### config.mk
export PLATFORM = sky130hd
export DESIGN_NAME = indicator_led_blink_controller_flat
export DESIGN_NICKNAME = d
export VERILOG_FILES = /design/src/ilbc_pkg.sv /design/src/ilbc_if.sv /design/src/ilbc_step.sv /design/src/indicator_led_blink_controller.sv /design/src/flat_wrapper.sv
export SDC_FILE = /design/constraint.sdc
export NUM_CORES = 1
export LEC_CHECK = 0
export ABC_AREA = 1
export BUFFER_PORTS_ARGS = -buffer_cell sky130_fd_sc_hd__buf_4
export CAP_MARGIN = 5
export CORE_MARGIN = 8
export CORE_UTILIZATION = 48
export CTS_CLUSTER_DIAMETER = 40
export DETAILED_ROUTE_END_ITERATION = 8
export PLACE_DENSITY_LB_ADDON = 0.12
export SYNTH_ARGS = -nofsm -noshare
export SYNTH_HDL_FRONTEND = slang
export SYNTH_SLANG_ARGS = --single-unit
### constraint.sdc
create_clock -name clk -period 1.8 [get_ports clk]
set_input_delay 0.27 -clock clk [delete_from_list [all_inputs] [get_ports clk]]
set_output_delay 0.27 -clock clk [all_outputs]
set_load 0.02 [all_outputs]
### src/ilbc_pkg.sv
package ilbc_pkg;

  localparam logic [2:0] REQ_TICK         = 3'd0;
  localparam logic [2:0] REQ_ACTIVATE_ON  = 3'd1;
  localparam logic [2:0] REQ_ACTIVATE_OFF = 3'd2;
  localparam logic [2:0] REQ_TEMP_ADJUST  = 3'd3;
  localparam logic [2:0] REQ_LIGHT_ADJUST = 3'd4;

  localparam logic [1:0] STATUS_CREATED  = 2'd0;
  localparam logic [1:0] STATUS_BAD_REQ  = 2'd1;
  localparam logic [1:0] STATUS_NO_REPLY = 2'd2;

  localparam int LED_R = 0;
  localparam int LED_G = 1;
  localparam int LED_B = 2;

  localparam logic [2:0] LEDS_RED_ONLY = 3'b001;
  localparam logic [2:0] LED_MASK_FULL = 3'b111;

  localparam logic [8:0] HOLD_MAX = 9'd511;
  localparam logic [8:0] HOLD_ZERO_ADJUST = 9'd1;

  localparam logic [5:0] SAMPLE_INTERVAL_RST = 6'd20;

  localparam logic REG_SAMPLE_INTERVAL = 1'b0;

  typedef struct packed {
    logic       active;
    logic [2:0] leds;
    logic [2:0] mask;
    logic [8:0] green_hold;
    logic [8:0] blue_hold;
    logic [5:0] tick;
  } state_t;

  typedef struct packed {
    logic       led_red;
    logic       led_green;
    logic       led_blue;
    logic [1:0] status;
    logic       sample_now;
  } res_t;

endpackage

### src/ilbc_if.sv
interface ilbc_in_if;
  logic               valid;
  logic               ready;
  logic [2:0]         req_type;
  logic signed [15:0] adjust_value;

  modport source (output valid, output req_type, output adjust_value, input ready);
  modport sink (input valid, input req_type, input adjust_value, output ready);
endinterface

interface ilbc_out_if;
  logic       valid;
  logic       ready;
  logic       led_red;
  logic       led_green;
  logic       led_blue;
  logic [1:0] status;
  logic       sample_now;

  modport source (output valid, output led_red, output led_green, output led_blue,
                  output status, output sample_now, input ready);
  modport sink (input valid, input led_red, input led_green, input led_blue,
                input status, input sample_now, output ready);
endinterface

### src/ilbc_step.sv
module ilbc_step #(
  parameter int ADJUST_FRAC_BITS = 8
) (
  input  ilbc_pkg::state_t   st_cur,
  input  logic [2:0]         req_type,
  input  logic signed [15:0] adjust_value,
  input  logic [5:0]         sample_interval,
  output ilbc_pkg::state_t   st_nxt,
  output ilbc_pkg::res_t     res
);

  logic        neg;
  logic [16:0] mag;
  logic [16:0] part;
  logic [8:0]  adj_cnt;
  logic        adj_led;
  logic        adj_set;

  // adjust decode: magnitude truncated toward zero, doubled and saturated
  always_comb begin
    neg  = adjust_value[15];
    mag  = neg ? (17'h10000 - {1'b0, adjust_value}) : {1'b0, adjust_value};
    part = mag >> ADJUST_FRAC_BITS;
    adj_set = (part != 17'd0);
    adj_led = !neg;
    if (adjust_value == 16'sd0) begin
      adj_cnt = ilbc_pkg::HOLD_ZERO_ADJUST;
    end else if (part > 17'd255) begin
      adj_cnt = ilbc_pkg::HOLD_MAX;
    end else begin
      adj_cnt = {part[7:0], 1'b0};
    end
  end

  always_comb begin
    st_nxt = st_cur;
    res.status = ilbc_pkg::STATUS_BAD_REQ;
    res.sample_now = 1'b0;
    case (req_type)
      ilbc_pkg::REQ_TICK: begin
        res.status = ilbc_pkg::STATUS_NO_REPLY;
        if (st_cur.active) begin
          if (st_cur.tick == sample_interval) begin
            res.sample_now = 1'b1;
            st_nxt.tick = 6'd1;
          end else begin
            st_nxt.tick = st_cur.tick + 6'd1;
          end
          if (st_cur.green_hold != 9'd0) begin
            st_nxt.green_hold = st_cur.green_hold - 9'd1;
            if (st_cur.green_hold == 9'd1) begin
              st_nxt.mask[ilbc_pkg::LED_G] = 1'b1;
              st_nxt.leds[ilbc_pkg::LED_G] = st_cur.leds[ilbc_pkg::LED_R];
            end
          end
          if (st_cur.blue_hold != 9'd0) begin
            st_nxt.blue_hold = st_cur.blue_hold - 9'd1;
            if (st_cur.blue_hold == 9'd1) begin
              st_nxt.mask[ilbc_pkg::LED_B] = 1'b1;
              st_nxt.leds[ilbc_pkg::LED_B] = st_cur.leds[ilbc_pkg::LED_R];
            end
          end
          st_nxt.leds = st_nxt.leds ^ st_nxt.mask;
        end
      end
      ilbc_pkg::REQ_ACTIVATE_ON: begin
        if (!st_cur.active) begin
          st_nxt.active = 1'b1;
          st_nxt.mask = ilbc_pkg::LED_MASK_FULL;
          st_nxt.leds = ilbc_pkg::LED_MASK_FULL;
          res.status = ilbc_pkg::STATUS_CREATED;
        end
      end
      ilbc_pkg::REQ_ACTIVATE_OFF: begin
        if (st_cur.active) begin
          st_nxt.active = 1'b0;
          st_nxt.leds = ilbc_pkg::LEDS_RED_ONLY;
          res.status = ilbc_pkg::STATUS_CREATED;
        end
      end
      ilbc_pkg::REQ_TEMP_ADJUST: begin
        if (adj_set) begin
          st_nxt.leds[ilbc_pkg::LED_G] = adj_led;
        end
        st_nxt.mask[ilbc_pkg::LED_G] = 1'b0;
        st_nxt.green_hold = adj_cnt;
        res.status = ilbc_pkg::STATUS_CREATED;
      end
      ilbc_pkg::REQ_LIGHT_ADJUST: begin
        if (adj_set) begin
          st_nxt.leds[ilbc_pkg::LED_B] = adj_led;
        end
        st_nxt.mask[ilbc_pkg::LED_B] = 1'b0;
        st_nxt.blue_hold = adj_cnt;
        res.status = ilbc_pkg::STATUS_CREATED;
      end
      default: begin
        res.status = ilbc_pkg::STATUS_BAD_REQ;
      end
    endcase
    res.led_red   = st_nxt.leds[ilbc_pkg::LED_R];
    res.led_green = st_nxt.leds[ilbc_pkg::LED_G];
    res.led_blue  = st_nxt.leds[ilbc_pkg::LED_B];
  end

endmodule

### src/indicator_led_blink_controller.sv
// an input transfer lands in the input register; its result is then offered from the result register
// throughput: one item per cycle while no result waits, input register feeds a single step into the result register
// a waiting result holds the step; the input register takes one more transfer, then stalls
// reset (synchronous, rst_n low): idle, red on, green and blue off, all blink bits set,
// hold counts and tick count zero, sample_interval 20, both pipeline registers empty
module indicator_led_blink_controller #(
  parameter int ADJUST_FRAC_BITS = 8
) (
  input  logic               clk,
  input  logic               rst_n,
  ilbc_in_if.sink            in_ch,
  ilbc_out_if.source         out_ch,
  input  logic               psel,
  input  logic               penable,
  input  logic               pwrite,
  input  logic [2:0]         paddr,
  input  logic [31:0]        pwdata,
  output logic [31:0]        prdata,
  output logic               pready
);

  logic               in_valid_r;
  logic [2:0]         req_type_r;
  logic signed [15:0] adjust_value_r;
  logic               out_valid_r;
  ilbc_pkg::res_t     out_r;
  ilbc_pkg::res_t     res_nxt;
  ilbc_pkg::state_t   state_r;
  ilbc_pkg::state_t   state_nxt;
  logic [5:0]         sample_interval_r;
  logic               advance;
  logic               cfg_wr;

  assign advance = !out_valid_r || out_ch.ready;
  assign in_ch.ready = !in_valid_r || advance;

  assign pready = 1'b1;
  assign cfg_wr = psel && penable && pwrite && (paddr[2] == ilbc_pkg::REG_SAMPLE_INTERVAL);
  assign prdata = (paddr[2] == ilbc_pkg::REG_SAMPLE_INTERVAL) ?
                  {26'd0, sample_interval_r} : 32'd0;

  always_ff @(posedge clk) begin
    if (!rst_n) begin
      sample_interval_r <= ilbc_pkg::SAMPLE_INTERVAL_RST;
    end else if (cfg_wr) begin
      sample_interval_r <= pwdata[5:0];
    end
  end

  // input register
  always_ff @(posedge clk) begin
    if (!rst_n) begin
      in_valid_r <= 1'b0;
    end else if (in_ch.ready) begin
      in_valid_r <= in_ch.valid;
    end
  end

  always_ff @(posedge clk) begin
    if (in_ch.valid && in_ch.ready) begin
      req_type_r     <= in_ch.req_type;
      adjust_value_r <= in_ch.adjust_value;
    end
  end

  ilbc_step #(
    .ADJUST_FRAC_BITS(ADJUST_FRAC_BITS)
  ) u_step (
    .st_cur          (state_r),
    .req_type        (req_type_r),
    .adjust_value    (adjust_value_r),
    .sample_interval (sample_interval_r),
    .st_nxt          (state_nxt),
    .res             (res_nxt)
  );

  always_ff @(posedge clk) begin
    if (!rst_n) begin
      state_r.active     <= 1'b0;
      state_r.leds       <= ilbc_pkg::LEDS_RED_ONLY;
      state_r.mask       <= ilbc_pkg::LED_MASK_FULL;
      state_r.green_hold <= 9'd0;
      state_r.blue_hold  <= 9'd0;
      state_r.tick       <= 6'd0;
    end else if (in_valid_r && advance) begin
      state_r <= state_nxt;
    end
  end

  // result register
  always_ff @(posedge clk) begin
    if (!rst_n) begin
      out_valid_r <= 1'b0;
    end else if (advance) begin
      out_valid_r <= in_valid_r;
    end
  end

  always_ff @(posedge clk) begin
    if (in_valid_r && advance) begin
      out_r <= res_nxt;
    end
  end

  assign out_ch.valid      = out_valid_r;
  assign out_ch.led_red    = out_r.led_red;
  assign out_ch.led_green  = out_r.led_green;
  assign out_ch.led_blue   = out_r.led_blue;
  assign out_ch.status     = out_r.status;
  assign out_ch.sample_now = out_r.sample_now;

  a_reset_empty: assert property (@(posedge clk)
    !$past(rst_n) |-> !out_valid_r && !in_valid_r)
    else $error("pipeline not empty after reset");

  a_step_lands: assert property (@(posedge clk) disable iff (!rst_n)
    in_valid_r && advance |=> out_valid_r)
    else $error("stepped item did not reach result register");

  a_sample_active: assert property (@(posedge clk) disable iff (!rst_n)
    out_valid_r && out_r.sample_now |-> state_r.active && state_r.tick == 6'd1)
    else $error("sample pulse without active restart of tick count");

  a_sample_status: assert property (@(posedge clk) disable iff (!rst_n)
    out_valid_r && out_r.sample_now |-> out_r.status == ilbc_pkg::STATUS_NO_REPLY)
    else $error("sample pulse on a non-tick result");

endmodule
### src/flat_wrapper.sv
// flat-port wrapper written by rule: the top's interface ports become plain ports
module indicator_led_blink_controller_flat 
#(
  parameter int ADJUST_FRAC_BITS = 8
)
  (clk, rst_n, psel, penable, pwrite, paddr, pwdata, prdata, pready, in_ch_valid, in_ch_req_type, in_ch_adjust_value, in_ch_ready, out_ch_valid, out_ch_led_red, out_ch_led_green, out_ch_led_blue, out_ch_status, out_ch_sample_now, out_ch_ready);
  ilbc_in_if in_ch_i ();
  ilbc_out_if out_ch_i ();
  input  logic clk;
  input  logic rst_n;
  input  logic psel;
  input  logic penable;
  input  logic pwrite;
  input  logic [2:0] paddr;
  input  logic [31:0] pwdata;
  output logic [31:0] prdata;
  output logic pready;
  input wire logic [$bits(in_ch_i.valid)-1:0] in_ch_valid;
  input wire logic [$bits(in_ch_i.req_type)-1:0] in_ch_req_type;
  input wire logic [$bits(in_ch_i.adjust_value)-1:0] in_ch_adjust_value;
  output wire logic [$bits(in_ch_i.ready)-1:0] in_ch_ready;
  output wire logic [$bits(out_ch_i.valid)-1:0] out_ch_valid;
  output wire logic [$bits(out_ch_i.led_red)-1:0] out_ch_led_red;
  output wire logic [$bits(out_ch_i.led_green)-1:0] out_ch_led_green;
  output wire logic [$bits(out_ch_i.led_blue)-1:0] out_ch_led_blue;
  output wire logic [$bits(out_ch_i.status)-1:0] out_ch_status;
  output wire logic [$bits(out_ch_i.sample_now)-1:0] out_ch_sample_now;
  input wire logic [$bits(out_ch_i.ready)-1:0] out_ch_ready;
  assign in_ch_i.valid = in_ch_valid;
  assign in_ch_i.req_type = in_ch_req_type;
  assign in_ch_i.adjust_value = in_ch_adjust_value;
  assign in_ch_ready = in_ch_i.ready;
  assign out_ch_valid = out_ch_i.valid;
  assign out_ch_led_red = out_ch_i.led_red;
  assign out_ch_led_green = out_ch_i.led_green;
  assign out_ch_led_blue = out_ch_i.led_blue;
  assign out_ch_status = out_ch_i.status;
  assign out_ch_sample_now = out_ch_i.sample_now;
  assign out_ch_i.ready = out_ch_ready;
  indicator_led_blink_controller #(.ADJUST_FRAC_BITS(ADJUST_FRAC_BITS)) u_core (.clk(clk), .rst_n(rst_n), .in_ch(in_ch_i), .out_ch(out_ch_i), .psel(psel), .penable(penable), .pwrite(pwrite), .paddr(paddr), .pwdata(pwdata), .prdata(prdata), .pready(pready));
endmodule
; After elaboration in Yosys (flattened, before gate mapping)
; Cells that the tools add are included.
; W data, S select, Z words.
[classes]
add_sub_neg = 4
n_mul = 0
div = 0
order_cmp = 1
eq_ne = 11
shift = 0
muxes = 41
bitwise = 2
n_reduce_logical = 28
[op_table]
columns = operator, count
row1 = $mux W9, 4
row2 = $pmux W9 S2, 2
row3 = $mux W24, 1
row4 = $mux W1, 21
row5 = $eq A9 B1 Y1 const B, 2
row6 = $mux W6, 3
row7 = $reduce_bool A9 Y1, 2
row8 = $sub A9 B1 Y9 const B, 2
row9 = $mux W17, 1
row10 = $reduce_bool A17 Y1, 1
row11 = $sub A17 B16 Y17 const A, 1
row12 = $logic_not A16 Y1, 1
row13 = $reduce_and A4 Y1, 4
row14 = $gt A9 B8 Y1 const B, 1
row15 = $pmux W1 S3, 3
row16 = $pmux W1 S4, 2
row17 = $pmux W2 S4, 1
row18 = $add A6 B1 Y6 const B, 1
row19 = $eq A3 B2 Y1 const B, 2
row20 = $eq A6 B6 Y1, 1
row21 = $ne A2 B2 Y1 const B, 3
row22 = $reduce_bool A2 Y1, 3
row23 = $reduce_bool A3 Y1, 2
row24 = $logic_and A1 B1 Y1, 5
row25 = other kinds (14), 18
[totals]
register_bits = 63
latchBits = 0
mem_bits_rw = 0
rom_bits = 0
output_inout_bits = 41
n_memories = 0

; Depth between registers and ports, before layout
; Gate-level depths: netlist of the first run.
[logic_depth]
ltp_word = 8
depth_mapped = 15

; Modules after synthesis
; From an unflattened synthesis of the first run, not the netlist that was laid out.
[unflattened]
hier_cells = 635
area_unflattened_um2 = 4499.3
[modules_own_cells]
columns = mod, instances, cells_per_inst, area_per_inst_um2, seq_area_each_um2
row1 = indicator_led_blink_controller, 1, 310, 2807.7, 1531.5
row2 = ilbc_step, 1, 325, 1691.6, 0.0

; Worst setup path after synthesis of the first run
; OpenSTA, ideal clock, no wires.
[synth_path]
path_kind = reg-to-reg
from = register u_core.adjust_value_r[0]
to = register u_core.out_r (netlist bit u_core.out_ch.led_green) (data pin)
setup_time_ns = 0.250
arrival_time_ns = 1.441
required_time_ns = 1.550
setup_slack_ns = 0.109
stages_incl_launch_ff = 13
synth_period_minus_slack_ns = 1.691
cell_sequence = edfxtp_1 -> nor2_2 -> nand2_2 -> o21ai_4 -> nand3_1 -> nand2_1 -> nand3_1 -> nor2_1 -> nand3_1 -> nand3_1 -> nand2_1 -> nand2_2 -> inv_1
[synth_rtl]
columns = item, line_no
row1 = start: declaration, indicator_led_blink_controller.sv:24  ; logic signed [15:0] adjust_value_r;
row2 = start signal: assignment, indicator_led_blink_controller.sv:62  ; adjust_value_r <= in_ch.adjust_value;
row3 = end signal: assignment, indicator_led_blink_controller.sv:101  ; out_r <= res_nxt;
row4 = end: declaration, indicator_led_blink_controller.sv:26  ; ilbc_pkg::res_t out_r;

==> tab_implementation.tex, run 1 <==
\begin{tabular}{lr}
\hline
Metric & Value \\
\hline
\multicolumn{2}{l}{\textbf{Status}} \\
Result of the run & complete, but fails checks \\
Violations in the final reports & setup timing \\
\multicolumn{2}{l}{\textbf{Critical path}} \\
Worst Path Max Fanout & 4 \\
Critical Path RT & 1900 ps \\
End of the worst register-to-register path & u\_core.out\_ch.led\_green\$\_DFFE\_PP\_ \\
Worst reg2reg path startpoint & u\_core.adjust\_value\_r[7]\$\_DFFE\_PP\_ \\
Worst Reg2Reg Path Length in Cells & 14 \\
Reg-to-reg slack, setup & -70 ps \\
Worst Setup End Kind & flop \\
Data arrival time at the worst-slack endpoint & 1970 ps \\
Path type of the worst setup path & reg -> reg \\
Kind of start point of the critical path & flop \\
\multicolumn{2}{l}{\textbf{Layout}} \\
Nets & 664 \\
Antenna diode instance count & 0 \\
Share of layout cells above drive strength 1 & 31.9\% \\
Number of filler cells placed in the layout & 684 \\
Count of non-filler cells in the finished layout & 701 \\
Area occupied by multi-input gates & 2090 um\^{}2 \\
Post-synthesis to final-layout area growth & 28.9\% \\
End-of-flow core utilization & 63.9\% \\
Final cell area excluding filler cells & 4960 um\^{}2 \\
Sequential cell area & 1510 um\^{}2 \\
\multicolumn{2}{l}{\textbf{Yosys}} \\
Most instantiated flip-flop cell in the synthesis netlist & sky130\_fd\_sc\_hd\_\_dfxtp\_1 \\
Distinct cell type count after synthesis & 42 \\
Number of flip-flops and latches in the synthesized netlist & 63 \\
Number of standard cells after synthesis & 503 \\
Cell area after synthesis & 3850 um\^{}2 \\
Number of enable flip-flop cells after synthesis & 25 \\
Average cell area after synthesis & 7.65 um\^{}2 \\
Ys async rst share & 0\% \\
Synthesis Warnings & 0 \\
Seq/Total Area, Yosys & 39.3\% \\
\multicolumn{2}{l}{\textbf{Clocking}} \\
Max H-tree Level & 3 \\
Clock buffers created by TritonCTS & 9 \\
Insertion delay to the later sink of the worst-skew pair & 340 ps \\
Clock Tree Buf Depth & 2 \\
Total number of clock tree sinks & 63 \\
Cell at the root of the clock tree & sky130\_fd\_sc\_hd\_\_clkbuf\_8 \\
Worst-path clk slew & 70 ps \\
CTS tree & yes \\
\multicolumn{2}{l}{\textbf{Power}} \\
Worst supply voltage drop on vdd & 0.630 mV \\
Cell Pwr Density & 710 nW/um\^{}2 \\
Leakage & 2.23 nW \\
\multicolumn{2}{l}{\textbf{Die}} \\
Number of primary I/O pins & 102 \\
Die Y & 106 um \\
Core Footprint & 7770 um\^{}2 \\
Floorplan die width & 106 um \\
Starting density of the core & 49.6\% \\
Area of the die & 11,100 um\^{}2 \\
Number of cell rows & 32 \\
\multicolumn{2}{l}{\textbf{Global routing}} \\
Largest net degree at the start of global routing & 20 \\
Total Routing Usage GR & 15.9\% \\
Antenna violations before repair & 0 \\
Final global-route overflow total & 0 \\
Global-route wire length before repair & 14,900 um \\
Via count of the first global-routing pass & 3,308 \\
\multicolumn{2}{l}{\textbf{Timing}} \\
Unrepaired setup endpoints after global routing & true \\
Ratio of final minimum period to clock period & 104\% \\
Max-slew violation total from the final report & 0 \\
Final sum of negative setup slack & -114 ps \\
Final setup violation count & 3 \\
Time the worst path needs with I/O delays and setup & 1870 ps \\
Final worst slack & -65.4 ps \\
Layout Skew & 10.6 ps \\
Upper clock frequency limit & 536 MHz \\
Final hold violation count & 0 \\
\multicolumn{2}{l}{\textbf{Drt}} \\
Number of detailed-routing iterations run before antenna repair & 4 \\
Routed Antenna Nets & 0 \\
DR DRC count & 0 \\
Routed via count & 3,537 \\
Average wire per cell in the routed design & 13.1 um \\
Post-detailed-route via-to-cell ratio & 5.05 \\
Drt first-iter violations & 155 \\
Drt total wl & 9200 um \\
\multicolumn{2}{l}{\textbf{Min path}} \\
Worst hold endpoint & u\_core.adjust\_value\_r[2]\$\_DFFE\_PP\_ \\
Number of cells traversed by the worst hold path & 1 \\
Hold Crit Start & in\_ch\_adjust\_value[2] \\
Worst hold path class & in -> reg \\
\multicolumn{2}{l}{\textbf{Placed design}} \\
Worst setup slack after placement & -76.8 ps \\
Final Wtd Congestion & 0.840 \\
Number of instances in the placed design & 670 \\
Hpwl dp & 6680 um \\
Number of port buffers & 46 \\
Placed cell area & 4390 um\^{}2 \\
\multicolumn{2}{l}{\textbf{Run}} \\
Maxcap violations & 0 \\
\hline
\end{tabular}
sequential cells by signal, summed over array words and instances, names as in the netlist:
signal                    cells
u_core.out_ch.led_green       1
u_core.out_ch.led_blue        1
u_core.req_type_r             3
u_core.sample_interval_r      6
u_core.out_ch.status          2
u_core.out_ch.sample_now      1
u_core.out_ch.valid           1
u_core.in_valid_r             1
u_core.state_r               30
u_core.adjust_value_r        16
u_core.out_ch.led_red         1
synth_stat cells, drive strengths merged, types with 9 or more instances:
library cell / n / area [um^2]
a21oi: 30 / 154
a221oi: 14 / 135
buf: 33 / 246
dfxtp: 38 / 761
edfxtp: 25 / 751
ha: 9 / 113
inv: 79 / 297
nand2: 96 / 395
nand3: 26 / 135
nand4: 11 / 68.8
nor2: 65 / 274
o21ai: 27 / 154
xor2: 9 / 78.8
final cells by class:
cell class,instances,area share (%)
Clock buffer,13,3.43
Clock inverter,3,0.807
Inverter,79,5.98
Multi-Input combinational cell,351,42.2
Sequential cell,63,30.5
Tap cell,102,2.57
Timing Repair Buffer,90,14.5
placed cells by master (no fill, tap or decap), types with 5 or more instances in the layout:
master                     instances
sky130_fd_sc_hd__a21oi_1          29
sky130_fd_sc_hd__a221oi_1          5
sky130_fd_sc_hd__a221oi_2          9
sky130_fd_sc_hd__a31oi_1           6
sky130_fd_sc_hd__buf_4            85
sky130_fd_sc_hd__clkbuf_8         10
sky130_fd_sc_hd__conb_1           27
sky130_fd_sc_hd__dfxtp_1          38
sky130_fd_sc_hd__edfxtp_1         25
sky130_fd_sc_hd__ha_1              9
sky130_fd_sc_hd__inv_1            64
sky130_fd_sc_hd__inv_2            15
sky130_fd_sc_hd__nand2_1          76
sky130_fd_sc_hd__nand2_2          18
sky130_fd_sc_hd__nand3_1          18
sky130_fd_sc_hd__nand3_2           7
sky130_fd_sc_hd__nand4_1          11
sky130_fd_sc_hd__nor2_1           44
sky130_fd_sc_hd__nor2_2           13
sky130_fd_sc_hd__nor2_4            8
sky130_fd_sc_hd__nor3_1            8
sky130_fd_sc_hd__o21ai_0          21
sky130_fd_sc_hd__xor2_1            9
per-layer routing:
metal	wire length, um	up-vias	track usage (%)
met2	4260	112	25.5
met4	87	0	5.23
li1	-	1801	-
met1	4220	1613	20.1
met5	0	-	0
met3	629	11	4.32
where the power goes:
part | switching [W] | total (W) | internal (W)
Sequential | 0.0000397 | 0.00159 | 0.00155
Combinational | 0.000372 | 0.000623 | 0.000250
Clock | 0.000552 | 0.00131 | 0.000758
Total | 0.000964 | 0.00352 | 0.00256
worst max path at each step:
stage                                  startpoint                                 to  depth (start not counted)
2_1_floorplan  u_core.adjust_value_r[0]$_DFFE_PP_  u_core.out_ch.led_green$_DFFE_PP_                         12
3_3_place_gp   u_core.adjust_value_r[0]$_DFFE_PP_  u_core.out_ch.led_green$_DFFE_PP_                         14
3_5_place_dp   u_core.adjust_value_r[0]$_DFFE_PP_  u_core.out_ch.led_green$_DFFE_PP_                         14
4_1_cts        u_core.adjust_value_r[4]$_DFFE_PP_  u_core.out_ch.led_green$_DFFE_PP_                         12
5_1_grt        u_core.adjust_value_r[0]$_DFFE_PP_    u_core.state_r[28]$_SDFFE_PN0P_                         13
6_report       u_core.adjust_value_r[7]$_DFFE_PP_  u_core.out_ch.led_green$_DFFE_PP_                         14
stage by stage:
step,hold slack [ps],power [W]
finish,96.3,0.00352
global route,69.0,0.00369
CTS,83.6,0.00350
detailed placement,449,0.00217
global placement,448,0.00216
floorplan,369,0.00201
cells by family after synthesis:
group	after synthesis	synth area share [%]
AOI/OAI and AO/OA	91	15.6
other	2	0.195
xor gates and xnor gates	9	2.05
and+or+nand+nor	214	25.2
adders and majority gates	9	2.92
buffers and inverters	115	14.8
DFF	63	39.3
worst max-delay path: stages (launching register included):
cell                       delay (ps)
sky130_fd_sc_hd__edfxtp_1         390
sky130_fd_sc_hd__nor2_2           170
sky130_fd_sc_hd__nand2_2          130
sky130_fd_sc_hd__nor2_4           130
sky130_fd_sc_hd__nand2_2           70
sky130_fd_sc_hd__nand3_2           60
sky130_fd_sc_hd__nand2_2           80
sky130_fd_sc_hd__inv_1             60
sky130_fd_sc_hd__nand2_1           50
sky130_fd_sc_hd__nor2_2           150
sky130_fd_sc_hd__nand3_2           90
sky130_fd_sc_hd__nand3_2           80
sky130_fd_sc_hd__nand2_2           60
sky130_fd_sc_hd__nand2_4           80
sky130_fd_sc_hd__inv_2             30
timing repair:
action	CTS	global route
gates cloned	0	1
hold buffers	0	0
setup buffers	4	10
endpoints found under the setup margin	5	24
hold endpoints to repair	0	0
gates resized for setup	7	48
pin swaps	10	29
No activity file was read; power rests on OpenSTA's default activity.
==> inputs of run 2 (changes only) <==
--- a/config.mk
+++ b/config.mk
@@ -9,10 +9,11 @@
 export BUFFER_PORTS_ARGS = -buffer_cell sky130_fd_sc_hd__buf_4
 export CAP_MARGIN = 5
 export CORE_MARGIN = 8
-export CORE_UTILIZATION = 48
+export CORE_UTILIZATION = 50
 export CTS_CLUSTER_DIAMETER = 40
 export DETAILED_ROUTE_END_ITERATION = 8
 export PLACE_DENSITY_LB_ADDON = 0.12
 export SYNTH_ARGS = -nofsm -noshare
 export SYNTH_HDL_FRONTEND = slang
+export SYNTH_HIERARCHICAL = 1
 export SYNTH_SLANG_ARGS = --single-unit
==> tab_implementation.tex, run 2 <==
\begin{tabular}{lr}
\hline
Metric & Value \\
\hline
\multicolumn{2}{l}{\textbf{Clocking}} \\
Cell at the root of the clock tree & sky130\_fd\_sc\_hd\_\_clkbuf\_8 (unchanged) \\
Clock Tree Buf Depth & 2 (unchanged) \\
Hold-fix buffers, CTS & 0 (unchanged) \\
Clock buffers created by TritonCTS & 9 (unchanged) \\
Worst-path clk slew & 80 ps (was 70 ps) \\
Total number of clock tree sinks & 64 (was 63) \\
Max H-tree Level & 3 (unchanged) \\
CTS tree & yes (unchanged) \\
Insertion delay to the later sink of the worst-skew pair & 350 ps (was 340 ps) \\
\multicolumn{2}{l}{\textbf{Yosys}} \\
Number of standard cells after synthesis & 635 (was 503) \\
Distinct cell type count after synthesis & 47 (was 42) \\
Xor and xnor fraction of the mapped netlist area & 2.53\% (was 2.05\%) \\
Ys async rst share & 0\% (unchanged) \\
Complex-gate fraction of the synthesized area & 7.81\% (was 15.6\%) \\
Fraction of synthesized area in multiplexers & 0\% (unchanged) \\
Seq/Total Area, Yosys & 34.0\% (was 39.3\%) \\
Number of flip-flops and latches in the synthesized netlist & 64 (was 63) \\
Most instantiated flip-flop cell in the synthesis netlist & sky130\_fd\_sc\_hd\_\_dfxtp\_1 (unchanged) \\
Fraction of post-synthesis cell area in the top cell type by area & 17.4\% (was 19.8\%) \\
Commonest cells post-synth & sky130\_fd\_sc\_hd\_\_nand2\_1 (124), sky130\_fd\_sc\_hd\_\_inv\_1 (96), sky130\_fd\_sc\_hd\_\_nand3\_1 (75) (was sky130\_fd\_sc\_hd\_\_nand2\_1 (82), sky130\_fd\_sc\_hd\_\_inv\_1 (68), sky130\_fd\_sc\_hd\_\_nor2\_1 (55)) \\
Top-count cell post-synth & sky130\_fd\_sc\_hd\_\_nand2\_1 (unchanged) \\
Top cell type by total area after synthesis & sky130\_fd\_sc\_hd\_\_dfxtp\_1 (unchanged) \\
Fraction of the mapped netlist area in simple logic gates & 37.2\% (was 25.2\%) \\
Number of enable flip-flop cells after synthesis & 25 (unchanged) \\
Cells taking the most area after synthesis & sky130\_fd\_sc\_hd\_\_dfxtp\_1 (17\%), sky130\_fd\_sc\_hd\_\_edfxtp\_1 (17\%), sky130\_fd\_sc\_hd\_\_nand2\_1 (10\%) (was sky130\_fd\_sc\_hd\_\_dfxtp\_1 (20\%), sky130\_fd\_sc\_hd\_\_edfxtp\_1 (19\%), sky130\_fd\_sc\_hd\_\_nand2\_1 (8.0\%)) \\
Fraction of the mapped netlist area in adder cells & 1.39\% (was 2.92\%) \\
Average cell area after synthesis & 7.09 um\^{}2 (was 7.65 um\^{}2) \\
Main combinational cell family by area after synthesis & simple AND/OR/NAND/NOR gates (unchanged) \\
Cell area after synthesis & 4500 um\^{}2 (was 3850 um\^{}2) \\
Synthesis Warnings & 6 (was 0) \\
\multicolumn{2}{l}{\textbf{Layout}} \\
Leading cell type in the layout, fill and taps excluded & sky130\_fd\_sc\_hd\_\_buf\_4 (unchanged) \\
Area occupied by multi-input gates & 2660 um\^{}2 (was 2090 um\^{}2) \\
Antenna diode instance count & 0 (unchanged) \\
Number of flip-flops in the largest register & 31 (was 30) \\
Post-synthesis to final-layout area growth & 33.9\% (was 28.9\%) \\
Commonest cells after routing, fill and taps aside & sky130\_fd\_sc\_hd\_\_buf\_4 (125), sky130\_fd\_sc\_hd\_\_nand2\_1 (107), sky130\_fd\_sc\_hd\_\_inv\_1 (85) (was sky130\_fd\_sc\_hd\_\_buf\_4 (85), sky130\_fd\_sc\_hd\_\_nand2\_1 (76), sky130\_fd\_sc\_hd\_\_inv\_1 (64)) \\
Top reg by flops & u\_core/state\_r (was u\_core.state\_r) \\
Sequential cell area & 1540 um\^{}2 (was 1510 um\^{}2) \\
Share of layout cells above drive strength 1 & 39.5\% (was 31.9\%) \\
Regs by FF count & u\_core/state\_r x31, u\_core/adjust\_value\_r x16, u\_core/sample\_interval\_r x6 (was u\_core.state\_r x30, u\_core.adjust\_value\_r x16, u\_core.sample\_interval\_r x6) \\
Count of non-filler cells in the finished layout & 876 (was 701) \\
Number of filler cells placed in the layout & 718 (was 684) \\
Nets & 829 (was 664) \\
\multicolumn{2}{l}{\textbf{Drt}} \\
Number of detailed-routing iterations run before antenna repair & 5 (was 4) \\
Routed via count & 4,511 (was 3,537) \\
Drt first-iter violations & 288 (was 155) \\
Post-detailed-route via-to-cell ratio & 5.15 (was 5.05) \\
Average wire per cell in the routed design & 14.1 um (was 13.1 um) \\
Drt total wl & 12,400 um (was 9200 um) \\
DR DRC count & 0 (unchanged) \\
Routed Antenna Nets & 0 (unchanged) \\
\multicolumn{2}{l}{\textbf{Critical path}} \\
Most frequent cell on the critical path & sky130\_fd\_sc\_hd\_\_nand2\_2 (unchanged) \\
Data arrival time at the worst-slack endpoint & 2320 ps (was 1970 ps) \\
Cell Chain, Critical Path & nor2\_1 > nand2\_2 > nor2\_4 > nand2\_2 > nand2\_2 > nand2\_2 > nand2\_2 > nand3\_2 > nor2\_4 > nand2\_1 > nand2\_2 > nand3\_2 > a21oi\_4 > inv\_2 > nand3\_2 > nand2\_1 > nor2\_2 (was nor2\_2 > nand2\_2 > nor2\_4 > nand2\_2 > nand3\_2 > nand2\_2 > inv\_1 > nand2\_1 > nor2\_2 > nand3\_2 > nand3\_2 > nand2\_2 > nand2\_4 > inv\_2) \\
Cell family with the largest share of critical-path delay & simple AND/OR/NAND/NOR gates (unchanged) \\
Kind of start point of the critical path & flop (unchanged) \\
Worst Setup End Kind & flop (unchanged) \\
Largest stage delay on the critical path & 400 ps (was 390 ps) \\
Critical Path RT & 2090 ps (was 1900 ps) \\
Master of the slowest instance on the critical path & sky130\_fd\_sc\_hd\_\_edfxtp\_1 (unchanged) \\
Worst Path Max Fanout & 4 (unchanged) \\
Path type of the worst setup path & reg -> reg (unchanged) \\
Buffering stage count on the worst path with inverters included & 1 (was 2) \\
\multicolumn{2}{l}{\textbf{Power}} \\
Worst supply voltage drop on vdd & 0.400 mV (was 0.630 mV) \\
Net Sw Power & 0.00136 W (was 0.000964 W) \\
Leakage & 2.84 nW (was 2.23 nW) \\
Cell Pwr Density & 657 nW/um\^{}2 (was 710 nW/um\^{}2) \\
Clock power share & 28.3\% (was 37.2\%) \\
Internal power & 0.00260 W (was 0.00256 W) \\
Comb power frac & 29.2\% (was 17.7\%) \\
Switch share & 34.4\% (was 27.4\%) \\
Sequential fraction of design power & 42.5\% (was 45.1\%) \\
\multicolumn{2}{l}{\textbf{Die}} \\
Starting density of the core & 51.6\% (was 49.6\%) \\
Die Y & 111 um (was 106 um) \\
Floorplan die width & 111 um (was 106 um) \\
Area of the die & 12,300 um\^{}2 (was 11,100 um\^{}2) \\
Core Footprint & 8720 um\^{}2 (was 7770 um\^{}2) \\
Number of cell rows & 34 (was 32) \\
Number of primary I/O pins & 102 (unchanged) \\
\multicolumn{2}{l}{\textbf{Timing}} \\
Worst slew margin & 55.3\% \\
Transition time at the pin with the least slew margin & 669 ps \\
Final hold violation count & 0 (unchanged) \\
Final setup violation count & 14 (was 3) \\
Unrepaired setup endpoints after global routing & true (unchanged) \\
Layout Skew & 6.57 ps (was 10.6 ps) \\
Upper clock frequency limit & 492 MHz (was 536 MHz) \\
Hold WS & 92.5 ps (was 96.3 ps) \\
Time the worst path needs with I/O delays and setup & 2030 ps (was 1870 ps) \\
Max-slew violation total from the final report & 0 (unchanged) \\
Final worst slack & -232 ps (was -65.4 ps) \\
Ratio of final minimum period to clock period & 113\% (was 104\%) \\
\multicolumn{2}{l}{\textbf{Global routing}} \\
Total Routing Usage GR & 18.6\% (was 15.9\%) \\
Largest net degree at the start of global routing & 39 (was 20) \\
Global-route wire length before repair & 19,400 um (was 14,900 um) \\
Antenna violations before repair & 0 (unchanged) \\
Final global-route overflow total & 0 (unchanged) \\
Via count of the first global-routing pass & 4,280 (was 3,308) \\
\multicolumn{2}{l}{\textbf{Placed design}} \\
Final Wtd Congestion & 0.924 (was 0.840) \\
Hpwl dp & 8200 um (was 6680 um) \\
Number of port buffers & 46 (unchanged) \\
Number of instances in the placed design & 833 (was 670) \\
Worst setup slack after placement & -222 ps (was -76.8 ps) \\
\multicolumn{2}{l}{\textbf{Run}} \\
Maxcap violations & 0 (unchanged) \\
\multicolumn{2}{l}{\textbf{Status}} \\
Result of the run & complete, but fails checks (unchanged) \\
Violations in the final reports & setup timing (unchanged) \\
\multicolumn{2}{l}{\textbf{Min path}} \\
Worst hold path class & in -> reg (unchanged) \\
\hline
\end{tabular}
-- run 2: cell count changes after synthesis, sizes merged, moves of 4 or more --
cell	change
a21oi	-19
a221oi	-13
buf	+14
ha	-4
inv	+23
nand2	+37
nand3	+51
nand4	-9
nor2	+51
o211ai	+4
o21ai	-6
o221ai	+5
xnor2	+4
-- run 2: final cells by class --
cell class,count,area share (%)
multi-input combinational,446,44.1
sequential,64,25.5
timing repair buffer,139,18.5
inverter,103,6.85
tap,108,2.24
clock buffer,9,2.06
clock inverter,7,0.789
-- run 2: worst paths after layout --
kind                                           start  cells after the start                            endpoint  slack, ps
hold / removal                 in_ch_adjust_value[6]                      1  u_core/adjust_value_r[6]$_DFFE_PP_         90
setup reg to reg  u_core/adjust_value_r[6]$_DFFE_PP_                     17     u_core/state_r[28]$_SDFFE_PN0P_       -230
setup / recovery  u_core/adjust_value_r[6]$_DFFE_PP_                     17     u_core/state_r[28]$_SDFFE_PN0P_       -230
hold reg to reg      u_core/state_r[24]$_SDFFE_PN1P_                      2     u_core/state_r[24]$_SDFFE_PN1P_        500
-- run 2: what timing repair did --
| item | in CTS | in global routing |
|---|---|---|
| buffers inserted | 13 | 14 |
| gates resized for setup | 26 | 96 |
| pin swaps | 18 | 38 |
| setup endpoints to repair | 23 | 30 |
-- run 2: through the flow --
step / utilization, % / power (W) / cell area, um^2 / setup TNS [ps]
after global placement: 60.1 / 0.00260 / 5240 / -900
after CTS: 64.1 / 0.00382 / 5590 / -620
final: 69.1 / 0.00396 / 6030 / -1340
after detailed placement: 60.1 / 0.00263 / 5240 / -1660
after floorplan: - / 0.00236 / 4610 / -33.0
after global routing: 69.1 / 0.00416 / 6030 / -3880
-- run 2: cells by family (layout without fill, tap and decap cells) --
kind of cell / count (synthesis) / in the layout
simple gates: 345 / 345
buf+inv: 150 / 258
flops: 64 / 64
compound gates: 56 / 56
xor+xnor: 13 / 13
fa+ha+maj: 5 / 5
other cells: 2 / 27
-- run 2: per-layer routing --
| layer | global-route usage [%] | share of wire (%) | vias up |
|---|---|---|---|
| met1 | 22.4 | 41 | 2069 |
| li1 | - | - | 2222 |
| met5 | 0 | 0 | - |
| met4 | 5.68 | 2.8 | 0 |
| met2 | 31.5 | 49 | 185 |
| met3 | 5.14 | 7.5 | 35 |
-- run 2: worst register-to-register path, stage by stage (launching register included) --
cell	delay (ps)
sky130_fd_sc_hd__edfxtp_1	400
sky130_fd_sc_hd__nor2_1	140
sky130_fd_sc_hd__nand2_2	90
sky130_fd_sc_hd__nor2_4	150
sky130_fd_sc_hd__nand2_2	70
sky130_fd_sc_hd__nand2_2	80
sky130_fd_sc_hd__nand2_2	50
sky130_fd_sc_hd__nand2_2	70
sky130_fd_sc_hd__nand3_2	80
sky130_fd_sc_hd__nor2_4	160
sky130_fd_sc_hd__nand2_1	80
sky130_fd_sc_hd__nand2_2	80
sky130_fd_sc_hd__nand3_2	100
sky130_fd_sc_hd__a21oi_4	160
sky130_fd_sc_hd__inv_2	50
sky130_fd_sc_hd__nand3_2	60
sky130_fd_sc_hd__nand2_1	60
sky130_fd_sc_hd__nor2_2	90
-- run 2: power groups by stage --
| stage | sequential, W | combinational [W] | clock [W] |
|---|---|---|---|
| 5_1_grt | 0.00170 | 0.00126 | 0.00121 |
| 4_1_cts | 0.00168 | 0.000986 | 0.00116 |
| 3_3_place_gp | 0.00171 | 0.000894 | 0 |
| 6_report | 0.00168 | 0.00116 | 0.00112 |
| 2_1_floorplan | 0.00172 | 0.000642 | 0 |
| 3_5_place_dp | 0.00171 | 0.000916 | 0 |
